### src/sv/rbb_pkg.sv
// Shared types, constants and helpers of the region box blur block.
package rbb_pkg;

  // Default geometry limits handed to the top-level parameters.
  localparam int unsigned MAX_WIDTH_DEF  = 2048;
  localparam int unsigned MAX_HEIGHT_DEF = 4096;

  // Pixel and window geometry.
  localparam int unsigned PIX_W = 8;
  localparam int unsigned RGB_W = 3 * PIX_W;
  localparam int unsigned WIN   = 3;
  localparam int unsigned TAPS  = WIN * WIN;

  // Configuration register widths.
  localparam int unsigned IMAGE_WIDTH_W   = 12;
  localparam int unsigned REGION_TOP_W    = 12;
  localparam int unsigned REGION_LEFT_W   = 11;
  localparam int unsigned REGION_BOTTOM_W = 13;
  localparam int unsigned REGION_RIGHT_W  = 12;
  localparam int unsigned CFG_IDX_W       = 3;
  localparam int unsigned CFG_DATA_W      = 13;

  localparam logic [IMAGE_WIDTH_W-1:0] IMAGE_WIDTH_RST = 12'd2048;

  // Configuration register indexes.
  typedef enum logic [CFG_IDX_W-1:0] {
    REG_IMAGE_WIDTH   = 3'd0,
    REG_REGION_TOP    = 3'd1,
    REG_REGION_LEFT   = 3'd2,
    REG_REGION_BOTTOM = 3'd3,
    REG_REGION_RIGHT  = 3'd4
  } cfg_reg_e;

  // Window sums and division by nine through a reciprocal multiply.
  // The sum of nine bytes stays below 2296, where this product is exact.
  localparam int unsigned SUM_W      = 12;
  localparam int unsigned DIV9_MUL   = 7282;
  localparam int unsigned DIV9_MUL_W = 13;
  localparam int unsigned DIV9_SHIFT = 16;
  localparam int unsigned PROD_W     = SUM_W + DIV9_MUL_W;

  // Result queue.
  localparam int unsigned OUT_FIFO_DEPTH = 8;
  localparam int unsigned FIFO_PTR_W     = $clog2(OUT_FIFO_DEPTH);
  localparam int unsigned FIFO_CNT_W     = $clog2(OUT_FIFO_DEPTH + 1);

  typedef logic [RGB_W-1:0] rgb_t;

  // Masked 3x3 window handed to the sum unit; taps are indexed column * 3 + row.
  typedef struct packed {
    logic                 blur_en;
    rgb_t                 center;
    rgb_t [TAPS-1:0]      taps;
  } blur_win_t;

  // Fill level of the result queue.
  typedef struct packed {
    logic [FIFO_CNT_W-1:0] count;
  } fifo_status_t;

  // Truncating division of a window sum by nine.
  function automatic logic [PIX_W-1:0] div9(input logic [SUM_W-1:0] s);
    logic [PROD_W-1:0] prod;
    prod = PROD_W'(s) * PROD_W'(DIV9_MUL);
    return prod[DIV9_SHIFT +: PIX_W];
  endfunction

endpackage

### src/sv/rbb_sum.sv
// Window sum and divide-by-nine unit of the region box blur block.
module rbb_sum (
  input  logic              clk_i,
  input  logic              rst_ni,
  input  logic              valid_i,
  input  rbb_pkg::blur_win_t win_i,
  output logic              valid_o,
  output rbb_pkg::rgb_t     pix_o
);
  import rbb_pkg::*;

  logic [SUM_W-1:0] tap_b [WIN][TAPS];
  logic [SUM_W-1:0] sum_d [WIN];
  logic [SUM_W-1:0] sum_q [WIN];
  rgb_t             center_q;
  logic             blur_en_q;
  logic             valid_q;

  // Per-channel adder tree over the nine masked taps.
  always_comb begin
    for (int ch = 0; ch < WIN; ch++) begin
      for (int i = 0; i < TAPS; i++) begin
        tap_b[ch][i] = SUM_W'(win_i.taps[i][ch*PIX_W +: PIX_W]);
      end
      sum_d[ch] = ((tap_b[ch][0] + tap_b[ch][1]) + (tap_b[ch][2] + tap_b[ch][3])) +
                  ((tap_b[ch][4] + tap_b[ch][5]) + (tap_b[ch][6] + tap_b[ch][7])) +
                  tap_b[ch][8];
    end
  end

  // Sum stage valid.
  always_ff @(posedge clk_i or negedge rst_ni) begin
    if (!rst_ni) begin
      valid_q <= 1'b0;
    end else begin
      valid_q <= valid_i;
    end
  end

  // Sum stage payload.
  always_ff @(posedge clk_i) begin
    if (valid_i) begin
      sum_q     <= sum_d;
      center_q  <= win_i.center;
      blur_en_q <= win_i.blur_en;
    end
  end

  // Pixels inside the rectangle take the quotient; others pass through.
  assign pix_o   = blur_en_q ? {div9(sum_q[2]), div9(sum_q[1]), div9(sum_q[0])} : center_q;
  assign valid_o = valid_q;

endmodule

### config.mk
export PLATFORM = sky130hd
export DESIGN_NAME = rbb_sum
export DESIGN_NICKNAME = d
export VERILOG_FILES = /design/src/sv/rbb_pkg.sv /design/src/sv/rbb_sum.sv
export SDC_FILE = /design/constraint.sdc
export NUM_CORES = 1
export LEC_CHECK = 0
export BUFFER_PORTS_ARGS = -buffer_cell sky130_fd_sc_hd__buf_2
export CAP_MARGIN = 40
export CORE_MARGIN = 2
export CORE_UTILIZATION = 35
export CTS_BUF_LIST = sky130_fd_sc_hd__clkbuf_8
export DETAILED_ROUTE_END_ITERATION = 12
export GPL_TIMING_DRIVEN = 0
export HOLD_SLACK_MARGIN = 0.12
export REMOVE_ABC_BUFFERS = 1
export SYNTH_ARGS = -nofsm -noshare
export SYNTH_HDL_FRONTEND = slang
export SYNTH_SLANG_ARGS = --single-unit
export TNS_END_PERCENT = 50
### constraint.sdc
create_clock -name clk_i -period 5.3 [get_ports clk_i]
set_input_delay 0.265 -clock clk_i [delete_from_list [all_inputs] [get_ports clk_i]]
set_output_delay 0.265 -clock clk_i [all_outputs]
set_load 0.01 [all_outputs]
* After elaboration in Yosys (flattened, before gate mapping)
Cells that the tools add are included.
** Storage, ports and cells
- Register bits :: 62
- Bits of input ports :: 244
- Logic and storage cells :: 34
- Output and inout bits :: 25
** Operators by class
- $mul :: 3
- Add/sub/neg operators :: 24
- Mux-type cells :: 1
** Operators by type and width (number)
- adder 8 x 8 -> 9 bit :: 12
- multiplier 12 x 12 -> 23 bit, second input constant :: 3
- adder 9 x 9 -> 10 bit :: 6
- adder 11 x 8 -> 12 bit :: 3
- adder 10 x 10 -> 11 bit :: 3
- 2-to-1 mux 24 bit :: 1

* Depth between registers and ports, before layout
- Word-level depth :: 4
- Depth in mapped cells :: 19
- Depth with buffers taken out :: 19

* Worst setup path after synthesis
Ideal clock, no wire load.
- Path type :: register to output
- From :: reg sum_q[31] (netlist bit)
- To :: out pix_o[5]
- Required time :: 5035 ps
- Data arrival time :: 4621 ps
- Cell stages (with the launch flop) :: 19
- Path buffers :: 0
- Setup slack :: 414 ps
- Cell sequence :: edfxtp_1 inv_1 fa_1 inv_1 ha_1 inv_1 fa_1 inv_1 fa_1 inv_1 fa_1 inv_1 ha_1 a21oi_1 nor2b_1 o21a_1 o41ai_2 o221ai_2 o311ai_0
** On the way
- Cells in the longest elaborated chain, start to end :: 2
** RTL lines
- start, declared :: RTL line rbb_sum.sv:14 : logic [SUM_W-1:0] sum_q [WIN];
- start signal, assigned :: RTL line rbb_sum.sv:43 : sum_q <= sum_d;
- multiplier 12 x 12 -> 23 bit :: RTL line rbb_pkg.sv:64 : prod = PROD_W'(s) * PROD_W'(DIV9_MUL);
- 2-to-1 mux 24 bit :: RTL line rbb_sum.sv:50 : assign pix_o = blur_en_q ? {div9(sum_q[2]), div9(sum_q[1]), div9(sum_q[0])} : center_q;
- end, declared :: RTL line rbb_sum.sv:8 : output rbb_pkg::rgb_t pix_o
Every way passes these cells.

* Worst setup path in the final report
- From :: reg sum_q[20] (netlist bit)
- To :: out pix_o[14]
The elaborated chain is that of the path after synthesis.

==> flow_summary.json <==
{
  "hold_viol_final": 0,
  "netlist.area_leader.share": 0.3773,
  "clock.fmax_ghz": 0.1881,
  "path_clk_slew_ns": 0.08,
  "synth_area_sq_um": 13210,
  "clock_sinks": 62,
  "tightest_slew_ns": 0.5935,
  "route.detailed.drc": 0,
  "drv_slew": 0,
  "status": "finished, violations left",
  "grt_max_degree": 62,
  "drive_gt1_frac": 0.2670,
  "synth-compound-area-share": 0.06734,
  "synthArstFlopShare": 0.01613,
  "wl_per_cell_microns": 13.12,
  "synth_top_family_by_area": "adder cells",
  "violations": "negative setup slack",
  "rsz0062_at_grt": "yes",
  "antenna_left": 0,
  "cp.required_ns": 5.04,
  "synth_edf_count": 61,
  "synth-main-ff-cell": "edfxtp_1",
  "num_rows": 71,
  "hp-class": "primary input to async pin",
  "synth-warning-count": 0,
  "synthTopCellsByCount": "inv_1 (385), fa_1 (249), ha_1 (240), edfxtp_1 (61), a21oi_1 (42)",
  "min_period_ns": 5.315,
  "die_y_microns": 198.3,
  "area_delta_synth_final_pct": 24.54,
  "multi_input_area_sq_um": 10300,
  "avgSynthCellArea_sq_um": 10.85,
  "critPathLaunch": "sum_q[20]",
  "yosysSeqAreaShare": 0.1406,
  "fin_ws_ns": -0.01494,
  "finalCoreUtilization": 0.4399,
  "yosys.area.top_type": "fa_1",
  "fin_cells": 2074,
  "yosysMostFrequentCell": "inv_1",
  "io_pins": 269,
  "grt_pass1_wl_microns": 44680,
  "clock-root-buffer": "clkbuf_8",
  "drt-total-wl_microns": 27200,
  "grt-ovfl-total": 0,
  "worstPathMaxFanout": 4,
  "avgViaCountPerCell": 4.389,
  "period_share": 1.003,
  "synth_cell_types": 51,
  "crit_path_end_kind": "primary output",
  "grt_pass1_vias": 9803,
  "critPathKind": "flop to primary output",
  "final_nets": 2290,
  "grt_usage": 0.1434,
  "synthAdderAreaFrac": 0.6047,
  "worst_ep_arrival_time_ns": 5.05,
  "ff_latch_area_sq_um": 1857,
  "synth.area.top_cells": "fa_1 (38%), ha_1 (23%), edfxtp_1 (14%)",
  "drt_pass1_iterations": 4,
  "htreeDepth": 3,
  "drtIter0Drc": 233,
  "core_area_sq_um": 37400,
  "die_area_sq_um": 39310,
  "max-slew-margin-rel": 0.6043,
  "muxShareOfSynthArea": 0.01279,
  "die_w_microns": 198.3,
  "cts_tree": "built",
  "start_util": 0.3532,
  "syn_inst": 1217,
  "cts_buffers": 9,
  "setup_violations": 1,
  "ys_ff_latch": 62,
  "pre_cts_ws_ns": -0.004430,
  "gp_congestion": 0.8581,
  "antenna_found_initial": 1,
  "io_buffers": 268,
  "nFillCells": 3564,
  "dpl.cell_count": 1993,
  "synth_xor_area_frac": 0.03448,
  "max_cap_violations": 0,
  "place_hpwl_microns": 23730,
  "start_kind": "flop",
  "synth_simple_gate_area_frac": 0.02927,
  "vias": 9103,
  "clk_path_buf_depth": 2
}
## cells by family after synthesis
kind of cell,Yosys count
xor+xnor,52
fa+ha+maj,489
buf+inv,390
simple gates,80
flops,62
compound gates,129
mux,15
## area by class of cell
cell class | instances | share of cell area
antenna | 1 | 0.0001521
clock buffer | 9 | 0.007529
clock inverter | 7 | 0.006921
inverter | 385 | 0.08784
multi-input combinational | 765 | 0.6260
sequential | 62 | 0.1129
tap | 511 | 0.03886
timing repair buffer | 334 | 0.1199
## placed cells by master (no fill, tap or decap), drive strengths merged, types with 2 or more instances in the layout
master	netlist	final
clkinvlp	0	2
nand2	24	24
a21oi	42	42
o311ai	2	2
dlygate4sd3	0	27
o41ai	2	2
nand4b	2	2
a221oi	2	2
nor2b	5	5
and3	2	2
a211oi	6	6
o221ai	3	3
or2	3	3
nand2b	4	4
edfxtp	61	61
a22oi	2	2
o21a	5	5
fa	249	249
mux2	15	15
nor2	18	18
nand3	9	9
ha	240	240
a21o	15	15
o21bai	12	12
o31ai	5	5
clkbuf	3	9
bufinv	0	3
nand4	3	3
buf	2	307
a31oi	2	2
xnor2	31	31
xor2	21	21
inv	385	386
nor3	5	5
o21ai	22	22
a211o	3	3
## critical path: stages (launching register included)
cell and delay, ns:
edfxtp_1 0.51, fa_1 0.57, ha_4 0.31, inv_2 0.03, fa_1 0.48, inv_2 0.04, fa_1 0.50, inv_1 0.05
fa_1 0.48, inv_2 0.05, ha_4 0.24, o21ai_2 0.13, o21bai_1 0.09, a22oi_2 0.22, o21ai_2 0.12, o21a_1 0.23
o21a_1 0.21, o31ai_2 0.22, buf_2 0.18
## layer usage
layer / vias to the layer above / global-route usage / share of wire
met5: - / 0 / 0
met4: 0 / 0.04651 / 0.017
met3: 31 / 0.01925 / 0.028
met2: 138 / 0.2560 / 0.52
met1: 4463 / 0.1785 / 0.43
li1: 4471 / - / -
## timing repair
item	CTS	global route
buffers inserted	31	6
gates resized for setup	58	33
hold buffers	27	0
pin swaps	28	23
hold endpoints to repair	27	0
endpoints found under the setup margin	22	23
## sequential cells by signal, summed over array words and instances, names as in the netlist
signal / count
sum_q: 36
center_q: 24
blur_en_q: 1
valid_o: 1
## stage by stage
stage                       TNS, ns  instance area, sq um  hold WS, ns
after global placement            0                 15170      0.03941
after CTS                   -0.1803                 16210       0.1388
final                      -0.01494                 16450       0.1772
after global routing         -2.466                 16450       0.1694
after floorplan                   0                 13190     -0.03059
after detailed placement  -0.004430                 15230      0.04105
## worst max path at each step
stage | to | slack [ns] | cells past startpoint
floorplan | pix_o[5] | 0.41 | 18
global route | pix_o[14] | -0.26 | 18
global placement | pix_o[3] | 0.04 | 20
detailed placement | pix_o[3] | -0.004 | 20
CTS | pix_o[14] | -0.06 | 18
finish | pix_o[14] | -0.01 | 18
Power is not shown: default switching activity piles up to over one toggle a cycle in this logic, so the estimate is an artifact.
