`config.mk`:
```
export PLATFORM = sky130hd
export DESIGN_NAME = rbb_out_fifo
export DESIGN_NICKNAME = d
export VERILOG_FILES = /design/src/sv/rbb_pkg.sv /design/src/sv/rbb_out_fifo.sv
export SDC_FILE = /design/constraint.sdc
export NUM_CORES = 1
export LEC_CHECK = 0
export BUFFER_PORTS_ARGS = -buffer_cell sky130_fd_sc_hd__buf_2
export CORE_MARGIN = 1
export CORE_UTILIZATION = 55
export CTS_CLUSTER_DIAMETER = 50
export DETAILED_ROUTE_END_ITERATION = 8
export MAX_ROUTING_LAYER = met4
export PLACE_DENSITY = 0.74
export SLEW_MARGIN = 0
export SYNTH_ARGS = -nofsm -noshare
export SYNTH_HDL_FRONTEND = slang
export SYNTH_SLANG_ARGS = --single-unit
export TNS_END_PERCENT = 5
```
`constraint.sdc`:
```
create_clock -name clk_i -period 6.2 [get_ports clk_i]
set_clock_uncertainty 0.15 [all_clocks]
set_input_delay 0.93 -clock clk_i [delete_from_list [all_inputs] [get_ports clk_i]]
set_output_delay 0.93 -clock clk_i [all_outputs]
set_load 0.02 [all_outputs]
```
`src/sv/rbb_pkg.sv`:
```
// Shared types, constants and helpers of the region box blur block.
package rbb_pkg;

  // Default geometry limits handed to the top-level parameters.
  localparam int unsigned MAX_WIDTH_DEF  = 2048;
  localparam int unsigned MAX_HEIGHT_DEF = 4096;

  // Pixel and window geometry.
  localparam int unsigned PIX_W = 8;
  localparam int unsigned RGB_W = 3 * PIX_W;
  localparam int unsigned WIN   = 3;
  localparam int unsigned TAPS  = WIN * WIN;

  // Configuration register widths.
  localparam int unsigned IMAGE_WIDTH_W   = 12;
  localparam int unsigned REGION_TOP_W    = 12;
  localparam int unsigned REGION_LEFT_W   = 11;
  localparam int unsigned REGION_BOTTOM_W = 13;
  localparam int unsigned REGION_RIGHT_W  = 12;
  localparam int unsigned CFG_IDX_W       = 3;
  localparam int unsigned CFG_DATA_W      = 13;

  localparam logic [IMAGE_WIDTH_W-1:0] IMAGE_WIDTH_RST = 12'd2048;

  // Configuration register indexes.
  typedef enum logic [CFG_IDX_W-1:0] {
    REG_IMAGE_WIDTH   = 3'd0,
    REG_REGION_TOP    = 3'd1,
    REG_REGION_LEFT   = 3'd2,
    REG_REGION_BOTTOM = 3'd3,
    REG_REGION_RIGHT  = 3'd4
  } cfg_reg_e;

  // Window sums and division by nine through a reciprocal multiply.
  // The sum of nine bytes stays below 2296, where this product is exact.
  localparam int unsigned SUM_W      = 12;
  localparam int unsigned DIV9_MUL   = 7282;
  localparam int unsigned DIV9_MUL_W = 13;
  localparam int unsigned DIV9_SHIFT = 16;
  localparam int unsigned PROD_W     = SUM_W + DIV9_MUL_W;

  // Result queue.
  localparam int unsigned OUT_FIFO_DEPTH = 8;
  localparam int unsigned FIFO_PTR_W     = $clog2(OUT_FIFO_DEPTH);
  localparam int unsigned FIFO_CNT_W     = $clog2(OUT_FIFO_DEPTH + 1);

  typedef logic [RGB_W-1:0] rgb_t;

  // Masked 3x3 window handed to the sum unit; taps are indexed column * 3 + row.
  typedef struct packed {
    logic                 blur_en;
    rgb_t                 center;
    rgb_t [TAPS-1:0]      taps;
  } blur_win_t;

  // Fill level of the result queue.
  typedef struct packed {
    logic [FIFO_CNT_W-1:0] count;
  } fifo_status_t;

  // Truncating division of a window sum by nine.
  function automatic logic [PIX_W-1:0] div9(input logic [SUM_W-1:0] s);
    logic [PROD_W-1:0] prod;
    prod = PROD_W'(s) * PROD_W'(DIV9_MUL);
    return prod[DIV9_SHIFT +: PIX_W];
  endfunction

endpackage

```
`src/sv/rbb_out_fifo.sv`:
```
// Result queue that decouples the blur pipeline from output stalls.
module rbb_out_fifo (
  input  logic                  clk_i,
  input  logic                  rst_ni,
  input  logic                  push_i,
  input  rbb_pkg::rgb_t         data_i,
  input  logic                  pop_i,
  output logic                  valid_o,
  output rbb_pkg::rgb_t         data_o,
  output rbb_pkg::fifo_status_t status_o
);
  import rbb_pkg::*;

  rgb_t                  slot_q [OUT_FIFO_DEPTH];
  logic [FIFO_PTR_W-1:0] wr_ptr_q;
  logic [FIFO_PTR_W-1:0] rd_ptr_q;
  logic [FIFO_CNT_W-1:0] cnt_q;
  logic                  pop;

  assign valid_o        = (cnt_q != '0);
  assign pop            = pop_i && valid_o;
  assign data_o         = slot_q[rd_ptr_q];
  assign status_o.count = cnt_q;

  // Pointers and fill count.
  always_ff @(posedge clk_i or negedge rst_ni) begin
    if (!rst_ni) begin
      wr_ptr_q <= '0;
      rd_ptr_q <= '0;
      cnt_q    <= '0;
    end else begin
      if (push_i) begin
        wr_ptr_q <= (wr_ptr_q == FIFO_PTR_W'(OUT_FIFO_DEPTH - 1)) ? '0
                                                                  : wr_ptr_q + FIFO_PTR_W'(1);
      end
      if (pop) begin
        rd_ptr_q <= (rd_ptr_q == FIFO_PTR_W'(OUT_FIFO_DEPTH - 1)) ? '0
                                                                  : rd_ptr_q + FIFO_PTR_W'(1);
      end
      cnt_q <= cnt_q + FIFO_CNT_W'(push_i) - FIFO_CNT_W'(pop);
    end
  end

  // Slot storage.
  always_ff @(posedge clk_i) begin
    if (push_i) begin
      slot_q[wr_ptr_q] <= data_i;
    end
  end

endmodule

```
Word-level counts from Yosys, hierarchy flattened

Memory sizes are Yosys's and may differ from the RTL's.
Cells that the tools add are included.

Bits in writable memories: 192
Bits of input ports: 28
Memories: 1
Register bits: 10

Memory list:

| name   | words | bits a word | read ports | clocked after Yosys merged registers in | write ports | line               | text |
|---|---|---|---|---|---|---|---|
| slot_q | 8     | 24          | 1          | 0                                       | 1           | rbb_out_fifo.sv:14 | `rgb_t slot_q [OUT_FIFO_DEPTH];` |

Equality and inequality tests: 2
Reduce and logical (&&, ||, !) cells: 2
Mux-type cells: 4
$add $sub $neg: 4

Operators by type and width:

| operator            | number |
|---|---|
| $add 3x1->3 const B | 2 |
| $eq 3x3->1 const B  | 2 |
| $mux 3              | 2 |
| $add 4x1->4         | 1 |
| $reduce_bool 4->1   | 1 |
| $sub 4x1->4         | 1 |
| $mux 1              | 2 |
| $logic_and 1x1->1   | 1 |

Longest topological paths before layout

Gate-level depths: netlist of run 1.

Word-level depth: 3
Gate-level depth with buffers: 11

Worst setup path after synthesis of run 1

No wires, ideal clock.

Path type: input to register
Start: input push_i
End: memory slot_q[0][0] (netlist name), enable pin
Buffers on the path: 0
Library setup time: 435 ps
Stages on the path: 2
Required time: 5615 ps
Slack: 2920 ps
Arrival: 2695 ps
Cell sequence: nand2b_1 nor3_1

Longest elaborated chain between the ends: 2

Ends and longest elaborated chain:

| item                         | line               | text |
|---|---|---|
| from (decl)                  | rbb_out_fifo.sv:5  | `input logic push_i,` |
| $mux 1                       | rbb_out_fifo.sv:46 | `if (push_i) begin` |
| $mux 1 (not written as such) | rbb_out_fifo.sv:47 | `slot_q[wr_ptr_q] <= data_i;` |
| to (decl)                    | rbb_out_fifo.sv:14 |  |

No other way between the ends.

Worst setup path in the final report of run 1

Start: register rd_ptr_q[0]
End: output data_o[1]

Longest elaborated chain between the ends: 1

Ends and longest elaborated chain:

| item                   | line               | text |
|---|---|---|
| from (decl)            | rbb_out_fifo.sv:16 | `logic [FIFO_PTR_W-1:0] rd_ptr_q;` |
| from (signal assigned) | rbb_out_fifo.sv:37 | `rd_ptr_q <= (rd_ptr_q == FIFO_PTR_W'(OUT_FIFO_DEPTH - 1)) ? '0` |
| $mem_v2 8x24           | -                  |  |
| to (decl)              | rbb_out_fifo.sv:9  | `output rbb_pkg::rgb_t data_o,` |

No other way between the ends.

==> metrics.txt, run 1 <==
Ports=57; relative slew slack=27.4%; First-pass DRT Iterations=4; Post-CTS Setup Repair Bufs=0; RePlAce Congestion=0.688; Worst setup SP type=flop; Placed Area=8500 um2; biggest area consumer among synthesized cells=edfxtp_1; initial antenna violation count=0; clock-pin slew on the worst setup and hold paths=0.06 ns; Design Area, Final=9160 um2; cts hold-fix bufs=0; Setup crit end kind=primary output; share of layout cells above drive strength 1=31.5%; Tmin final=4.03 ns; Net Sw Frac=29.7%; Core Region=14,000 um2; Ant. Diodes=0; Async SR Flop Fraction=4.95%; Netlist cell types=23; Via-to-Cell Ratio=5.80; sequential area share after synthesis=75.3%; clock group share of total power=27.5%; synthesized area per cell=23.8 um2; Layout Utilization=65.3%; die height=123 um; status=finished clean; Leakage=3.24 nW; Setup Crit Path Kind=reg2out; cts bufs inserted=22; number of global-route vias before repair=3,700; Hold Crit Class=in2async; hold slack=0.142 ns; post-DP HPWL=7180 um; Syn. warnings=0; critical path arrival=2.95 ns; Final setup viols=0; total track usage=19.4%; top cell type's share of synthesized area=72.2%; average wire per standard cell=22.0 um; Layout area overhead=14.7%; Int Power=0.00304 W; TritonCTS clock tree=built; clk sinks=202; # fillers=911; Seq pwr share=43.5%; total gr overflow=0; WP data required=5.12 ns; drt initial violations=226; # placed instances=567; starting density of the core=56.9%; Post-Synthesis Cells=335; Max Cap Viol=0; final std cells w/o fill=606; crit share post-route=64.9%; DRT Wirelength=13,400 um; Fin Setup TNS=0 ns; antenna-violating nets left=0; fin. max-slew vios=0; final hold vios=0; post-synthesis register bit count=202; Layout Nets=449; post-CTS sizing=0; DRC=0; Synth Cell Area=7990 um2; Top FF cell, synth=edfxtp_1; power density over cell area=471 nW/um2; multi-input logic area=1870 um2; RSZ-0062 raised after global routing=false; Post-Syn Nets=373; CTS Root Cell=clkbuf_16; full die area=15,000 um2; Synth area leaders=edfxtp_1 (72%), mux4_1 (15%), mux2_2 (4.1%); worst skew pair latency=0.49 ns; H-Tree Depth=1; Port Buffer Count=56; largest fanout on the critical path=27; via count=3,516; largest net degree at the start of global routing=51; highest clock rate=0.248 GHz; maximum root-to-sink buffer count=3; first-pass GRT wire length=20,500 um; EDFF count, synth=192; storage element area=6020 um2; combinational cell fraction of total power=29.0%; Die Wd=123 um; switching pwr=0.00128 W; Worst Tran Pin Value=1.09 ns; Cell Rows=43; Peak supply drop=281 uV
==> logic make-up after synthesis <==
logic type                 share of synthesized area (%)
and+or+nand+nor                                     1.13
buffers and inverters                               1.64
adders and majority gates                           1.66
AOI/OAI and AO/OA                                  0.219
muxes                                               19.8
xor gates and xnor gates                           0.219
DFF                                                 75.3
==> registers in the layout (all words and copies together) (netlist names) <==
register  cells
status_o      4
slot_q      192
rd_ptr_q      3
wr_ptr_q      3
==> cell usage in the layout, fill, tap and decap left out, types with 2 or more instances in the layout <==
cell type / n
edfxtp_1: 192
clkinv_1: 9
nand2_1: 4
dfrtp_2: 2
buf_2: 56
ha_1: 9
clkbuf_16: 23
dfrtp_1: 8
clkinv_2: 2
xor2_1: 2
nand2b_1: 2
buf_4: 10
nor2_1: 2
mux2_2: 29
nor2_2: 6
nor3_2: 2
inv_1: 8
mux4_1: 47
clkbuf_1: 3
==> cell usage after synthesis (2+ instances only) <==
cell type,n
nand2_1,4
dfrtp_1,10
nor3_1,2
mux4_1,47
buf_6,6
xor2_1,2
buf_1,2
buf_2,3
nand2b_1,2
nor2_1,8
clkbuf_1,3
inv_1,8
mux2_2,29
edfxtp_1,192
ha_1,9
==> per-stage QoR <==
step,power (W),worst slack (ns)
CTS,0.00437,2.12
global route,0.00452,2.04
detailed placement,0.00319,2.63
finish,0.00432,2.17
global placement,0.00314,2.68
floorplan,0.00281,2.92
==> worst max-delay path, stage by stage, from the launching register on <==
cell and delay [ns]:
dfrtp_2 0.84, buf_4 0.52, mux4_1 0.63, mux2_2 0.29
buf_2 0.16
==> per-layer routing <==
metal	vias to the layer above	share of wire, %	GRT usage, %
met1	1825	43	25.6
met4	0	1.5	4.80
met2	85	52	31.7
met5	-	0	-
met3	19	4.3	3.39
li1	1587	-	-
==> cell type report <==
type,count,share of cell area (%)
Tap cell,180,2.46
Inverter,8,0.328
Clock inverter,13,0.887
Multi-Input combinational cell,111,20.4
Clock buffer,26,6.40
Sequential cell,202,65.7
Timing Repair Buffer,66,3.88
==> power groups by stage <==
| stage | Sequential [W] | Clock [W] | Combinational (W) |
|---|---|---|---|
| after floorplan | 0.00181 | 0 | 0.000999 |
| after global placement | 0.00190 | 0 | 0.00124 |
| after detailed placement | 0.00191 | 0 | 0.00127 |
| after CTS | 0.00189 | 0.00121 | 0.00128 |
| after global routing | 0.00191 | 0.00126 | 0.00135 |
| final | 0.00188 | 0.00119 | 0.00125 |
==> final timing paths <==
path                                  start     endpoint  slack [ns]  cells after the start
worst max-delay path            rd_ptr_q[0]    data_o[1]        2.17                      4
worst min-delay path                 rst_ni  wr_ptr_q[1]        0.14                      1
worst max register to register  status_o[2]  status_o[2]        3.57                     10
worst min register to register  wr_ptr_q[2]  wr_ptr_q[2]        0.44                      1
max in group asynchronous            rst_ni  rd_ptr_q[0]        5.53                      1
min in group clk_i              wr_ptr_q[2]  wr_ptr_q[2]        0.44                      1
(Power assumes the default switching activity.)
==> inputs of run 2 (changes only) <==
- CORE_UTILIZATION: 55 -> 54
- PLACE_DENSITY: 0.74 -> 0.75
- clock period: 6.2 -> 3.4 ns (I/O delays scaled with it)
==> run 2 against run 1 <==
Against the previous run:
- register-to-register slack got worse by 2.8 ns
- non-clock buffer count increased by 7
- first-iteration DRC count decreased by 6.6%
==> metrics.txt, run 2 (synthesized netlist as in run 1, its figures left out) <==
Leakage=3.32 nW (+2.5%); multi-input logic area=1870 um2 (unchanged); DRT Wirelength=14,100 um (+5.7%); share of layout cells above drive strength 1=34.1% (+2.7 points); clk sinks=202 (unchanged); RSZ-0062 raised after global routing=false; Port Buffer Count=56 (unchanged); number of global-route vias before repair=3,582 (-3.2%); Post-CTS Setup Repair Bufs=0 (unchanged); Layout Utilization=64.4% (-0.89 points); Setup Crit Path Kind=reg2out; Net Sw Frac=29.1% (-0.57 points); fin. max-slew vios=0 (unchanged); CTS Root Cell=clkbuf_16; Core Region=14,500 um2 (+3.1%); status=finished clean; critical path arrival=2.52 ns (-0.43 ns); Via-to-Cell Ratio=5.84 (+0.59%); maximum root-to-sink buffer count=3 (unchanged); Cell Rows=44 (+2.3%); Seq pwr share=41.4% (-2.1 points); antenna-violating nets left=0 (unchanged); register name with the most flops=slot_q; Ports=57 (unchanged); total track usage=19.6% (+0.22 points); Largest register FFs=192 (unchanged); Fin Setup TNS=0 ns (unchanged); CP Launch Point=rd_ptr_q[0]; Worst setup SP type=flop; power density over cell area=878 nW/um2 (+86%); Pwr Total=0.00818 W (+89%); storage element area=6020 um2 (unchanged); clock group share of total power=29.4% (+1.9 points); starting density of the core=55.2% (-1.7 points); Int Power=0.00580 W (+91%); total gr overflow=0 (unchanged); average wire per standard cell=22.9 um (+3.9%); via count=3,595 (+2.2%); first-pass GRT wire length=20,700 um (+1.0%); First-pass DRT Iterations=6 (+2); Final setup viols=0 (unchanged); TritonCTS clock tree=built; Setup crit end kind=primary output; Peak supply drop=586 uV (+110%); FF-to-FF Start=status_o[2]; switching pwr=0.00238 W (+86%); crit share post-route=93.6%; DRC=0 (unchanged); hold path start=data_i[7]; Worst Tran Pin Value=0.665 ns (-0.423 ns); die height=124 um (+0.91%); most common cell after layout, fill and taps aside=edfxtp_1; cts bufs inserted=21 (-4.5%); worst skew pair latency=0.48 ns (about the same); H-Tree Depth=1 (unchanged); Max Cap Viol=0 (unchanged); initial antenna violation count=0 (unchanged); WP data required=2.74 ns (-2.38 ns); largest fanout on the critical path=26 (-3.7%); largest net degree at the start of global routing=27 (-47%); drt initial violations=211 (-6.6%); Layout area overhead=16.7%; RePlAce Congestion=0.716 (+4.0%); clock-pin slew on the worst setup and hold paths=0.06 ns (about the same); relative slew slack=55.7% (+28 points); final hold vios=0 (unchanged); combinational cell fraction of total power=29.2% (+0.2 points); most frequent cells in the layout=edfxtp_1 (192), buf_2 (56), mux4_1 (47); highest clock rate=0.314 GHz; Hold Crit Class=in2reg; # fillers=922 (+1.2%); Tmin final=3.18 ns; post-DP HPWL=8230 um (+15%); full die area=15,300 um2 (+1.8%); Die Wd=124 um (+0.91%); Layout Nets=455 (+1.3%)
-- run 2: cell types whose count changed in the layout (fill, tap and decap cells not counted) --
cell	delta
dlygate4sd3_1	+1
clkinv_4	+1
buf_12	+2
bufinv_16	+4
clkinv_1	-8
clkbuf_16	-2
clkinv_2	+3
inv_6	+1
clkbuf_1	-1
buf_4	+4
diode_2	+1
-- run 2: what timing repair did --
| item | 4_1_cts | 5_1_grt |
|---|---|---|
| hold buffers | 1 | 0 |
| resized for setup | 0 | 0 |
| hold endpoints to repair | 10 | 0 |
-- run 2: path summary, 6_finish.rpt --
check	slack, ns	endpoint	cells after the start
max in group asynchronous	2.60	rd_ptr_q[0]	2
min in group asynchronous	0.27	rd_ptr_q[1]	2
setup / recovery	0.22	data_o[12]	4
setup reg to reg	0.73	status_o[2]	10
hold / removal	0.15	slot_q[7][7]	1
hold reg to reg	0.42	wr_ptr_q[2]	1
-- run 2: power by group through the flow --
stage	clock network (W)	logic (W)	registers, W
2_1_floorplan	0	0.00182	0.00330
3_3_place_gp	0	0.00237	0.00341
3_5_place_dp	0	0.00242	0.00344
4_1_cts	0.00245	0.00243	0.00339
5_1_grt	0.00254	0.00259	0.00342
6_report	0.00241	0.00239	0.00339
-- run 2: area by class of cell --
class	count	share of cell area, %
sequential	202	64.6
multi-input combinational	111	20.0
clock buffer	23	5.72
timing repair buffer	73	4.67
tap	184	2.47
clock inverter	14	2.19
inverter	8	0.322
antenna	1	0.0268
-- run 2: critical path, stage by stage (launching register included) --
cell	delay (ns)
dfrtp_2	0.70
buf_12	0.29
mux4_1	0.61
mux2_2	0.28
buf_2	0.16
-- run 2: through the flow --
| stage | std cells | area [um2] | setup slack [ns] | hold WS, ns |
|---|---|---|---|---|
| after floorplan | 335 | 7990 | 0.540 | 0.0644 |
| after global placement | 577 | 8570 | 0.714 | 0.243 |
| after detailed placement | 577 | 8570 | 0.705 | 0.246 |
| after CTS | 615 | 9320 | 0.186 | 0.135 |
| after global routing | 615 | 9320 | 0.121 | 0.143 |
| final | 616 | 9320 | 0.219 | 0.146 |
-- run 2: metal layers --
metal | global-route usage (%) | vias to the layer above | wire length (um)
met1 | 25.8 | 1878 | 6140
met5 | - | - | 0
met3 | 2.84 | 23 | 571
met4 | 6.85 | 0 | 294
met2 | 31.7 | 91 | 7100
li1 | - | 1603 | -
==> inputs of run 3 (changes only) <==
- PLACE_DENSITY: 0.75 -> unset
- PLACE_DENSITY_LB_ADDON: unset -> 0.3
==> run 3 against run 2 <==
Against the previous run:
- via count fell by 1.4%
- fmax is 5.0% higher
- sequential power down 2%
- cell count grew 1.1%
- sequential share of layout area about the same
- clock-buffer cell count grew 4
- final area hardly changed
- critical endpoint is now data_o[15]
- highest routed layer unchanged
==> metrics.txt, run 3 (synthesized netlist as in run 1, its figures left out) <==
Design Area, Final=9320 um2 (about the same); largest fanout on the critical path=29 (+12%); CTS Root Cell=clkbuf_16; most common cell after layout, fill and taps aside=edfxtp_1; clk sinks=202 (unchanged); register name with the most flops=slot_q; maximum root-to-sink buffer count=3 (unchanged); clock-pin slew on the worst setup and hold paths=0.06 ns (about the same); Leakage=3.33 nW (+0.31%); Final setup viols=0 (unchanged); die height=124 um (unchanged); Worst path slowest cell=mux4_1; cell family with most CP delay=multiplexers; Fin Setup TNS=0 ns (unchanged); most frequent cells in the layout=edfxtp_1 (192), buf_2 (56), mux4_1 (47); via count=3,543 (-1.4%); number of global-route vias before repair=3,668 (+2.4%); crit share post-route=89.1% (-4.5 points); highest clock rate=0.330 GHz (+5.0%); slowest cell delay on critical path=0.64 ns (-0.06 ns); Ports=57 (unchanged); CP Cell Sequence=buf_4 > mux4_1 > mux2_2 > buf_2; total gr overflow=0 (unchanged); post-CTS sizing=0 (unchanged); Setup Crit Path Kind=reg2out; starting density of the core=55.2% (unchanged); First-pass DRT Iterations=4 (-2); first-pass GRT wire length=20,900 um (+1.3%); worst skew pair latency=0.49 ns (about the same); DRC=0 (unchanged); Setup crit end kind=primary output; Worst setup SP type=flop; initial antenna violation count=1 (+1); Pwr Total=0.00809 W (-1.1%); final hold vios=0 (unchanged); Crit path buffers/inverters=2 (unchanged); WHS Path Cells=1 (unchanged); Placed Area=8590 um2 (+0.20%); full die area=15,300 um2 (unchanged); RSZ-0062 raised after global routing=false; Tmin final=3.03 ns (-0.153 ns); fin worst setup slack=0.372 ns (+0.153 ns); antenna-violating nets left=0 (unchanged); RePlAce Congestion=0.729 (+1.9%); H-Tree Depth=1 (unchanged); Layout Nets=460 (+1.1%); relative slew slack=53.2% (-2.5 points); TritonCTS clock tree=built; Crit path depth=4 (unchanged); Core Region=14,500 um2 (unchanged); largest net degree at the start of global routing=30 (+11%); Worst Tran Pin Value=0.699 ns (+0.0336 ns); power density over cell area=868 nW/um2 (-1.1%); Die Wd=124 um (unchanged); Largest register FFs=192 (unchanged); status=finished clean; Layout area overhead=16.6% (about the same); # fillers=974 (+5.6%); Layout Utilization=64.4% (about the same); drt initial violations=273 (+29%); Via-to-Cell Ratio=5.69 (-2.6%); fin. max-slew vios=0 (unchanged); WP data required=2.74 ns (about the same); worst slack, placed=0.816 ns (+0.112 ns); cts bufs inserted=22 (+4.8%); Port Buffer Count=56 (unchanged); R2R depth=10 (unchanged); share of layout cells above drive strength 1=34.0% (-0.088 points); average wire per standard cell=22.5 um (-1.9%); post-DP HPWL=8240 um (+0.12%); DRT Wirelength=14,000 um (-0.78%); Cell Rows=44 (unchanged); Hold Crit Class=in2reg; critical path arrival=2.37 ns (-0.15 ns); total track usage=19.8% (+0.16 points); Max Cap Viol=0 (unchanged); Peak supply drop=514 uV (-12%)
## run 3: final timing paths
check | from | endpoint | slack, ns
max in group asynchronous | rst_ni | rd_ptr_q[2] | 2.61
max reg2reg | status_o[2] | status_o[2] | 0.81
min reg2reg | wr_ptr_q[2] | wr_ptr_q[2] | 0.41
min | data_i[1] | slot_q[1][1] | 0.13
max | rd_ptr_q[0] | data_o[15] | 0.37
min in group asynchronous | rst_ni | wr_ptr_q[2] | 0.27
## run 3: power by group
part	switching, W	total [W]	internal, W
Clock	0.000917	0.00231	0.00140
Sequential	0.000177	0.00331	0.00314
Combinational	0.00132	0.00247	0.00114
Total	0.00242	0.00809	0.00568
## run 3: per-layer routing
layer / vias to the layer above / routed length (um) / track usage, %
li1: 1622 / - / -
met1: 1837 / 6140 / 26.2
met2: 69 / 7100 / 31.8
met3: 15 / 551 / 3.39
met4: 0 / 200 / 5.80
met5: - / 0 / -
## run 3: metrics by stage
step	hold WS, ns	instances
final	0.133	623
after global routing	0.132	623
after CTS	0.119	622
after detailed placement	0.242	581
after global placement	0.242	581
after floorplan	0.0644	335
## run 3: what timing repair did
item / CTS / global route
setup buffers: 0 / 0
hold buffers: 1 / 0
hold endpoints to repair: 10 / 0
## run 3: final cells by class
type	count	area [um2]	area share, %
Antenna cell	1	2.50	0.0269
Multi-Input combinational cell	111	1870	20.0
Timing Repair Buffer	77	453	4.86
Tap cell	184	230	2.47
Clock buffer	27	591	6.34
Inverter	8	30.0	0.322
Sequential cell	202	6020	64.6
Clock inverter	13	128	1.37
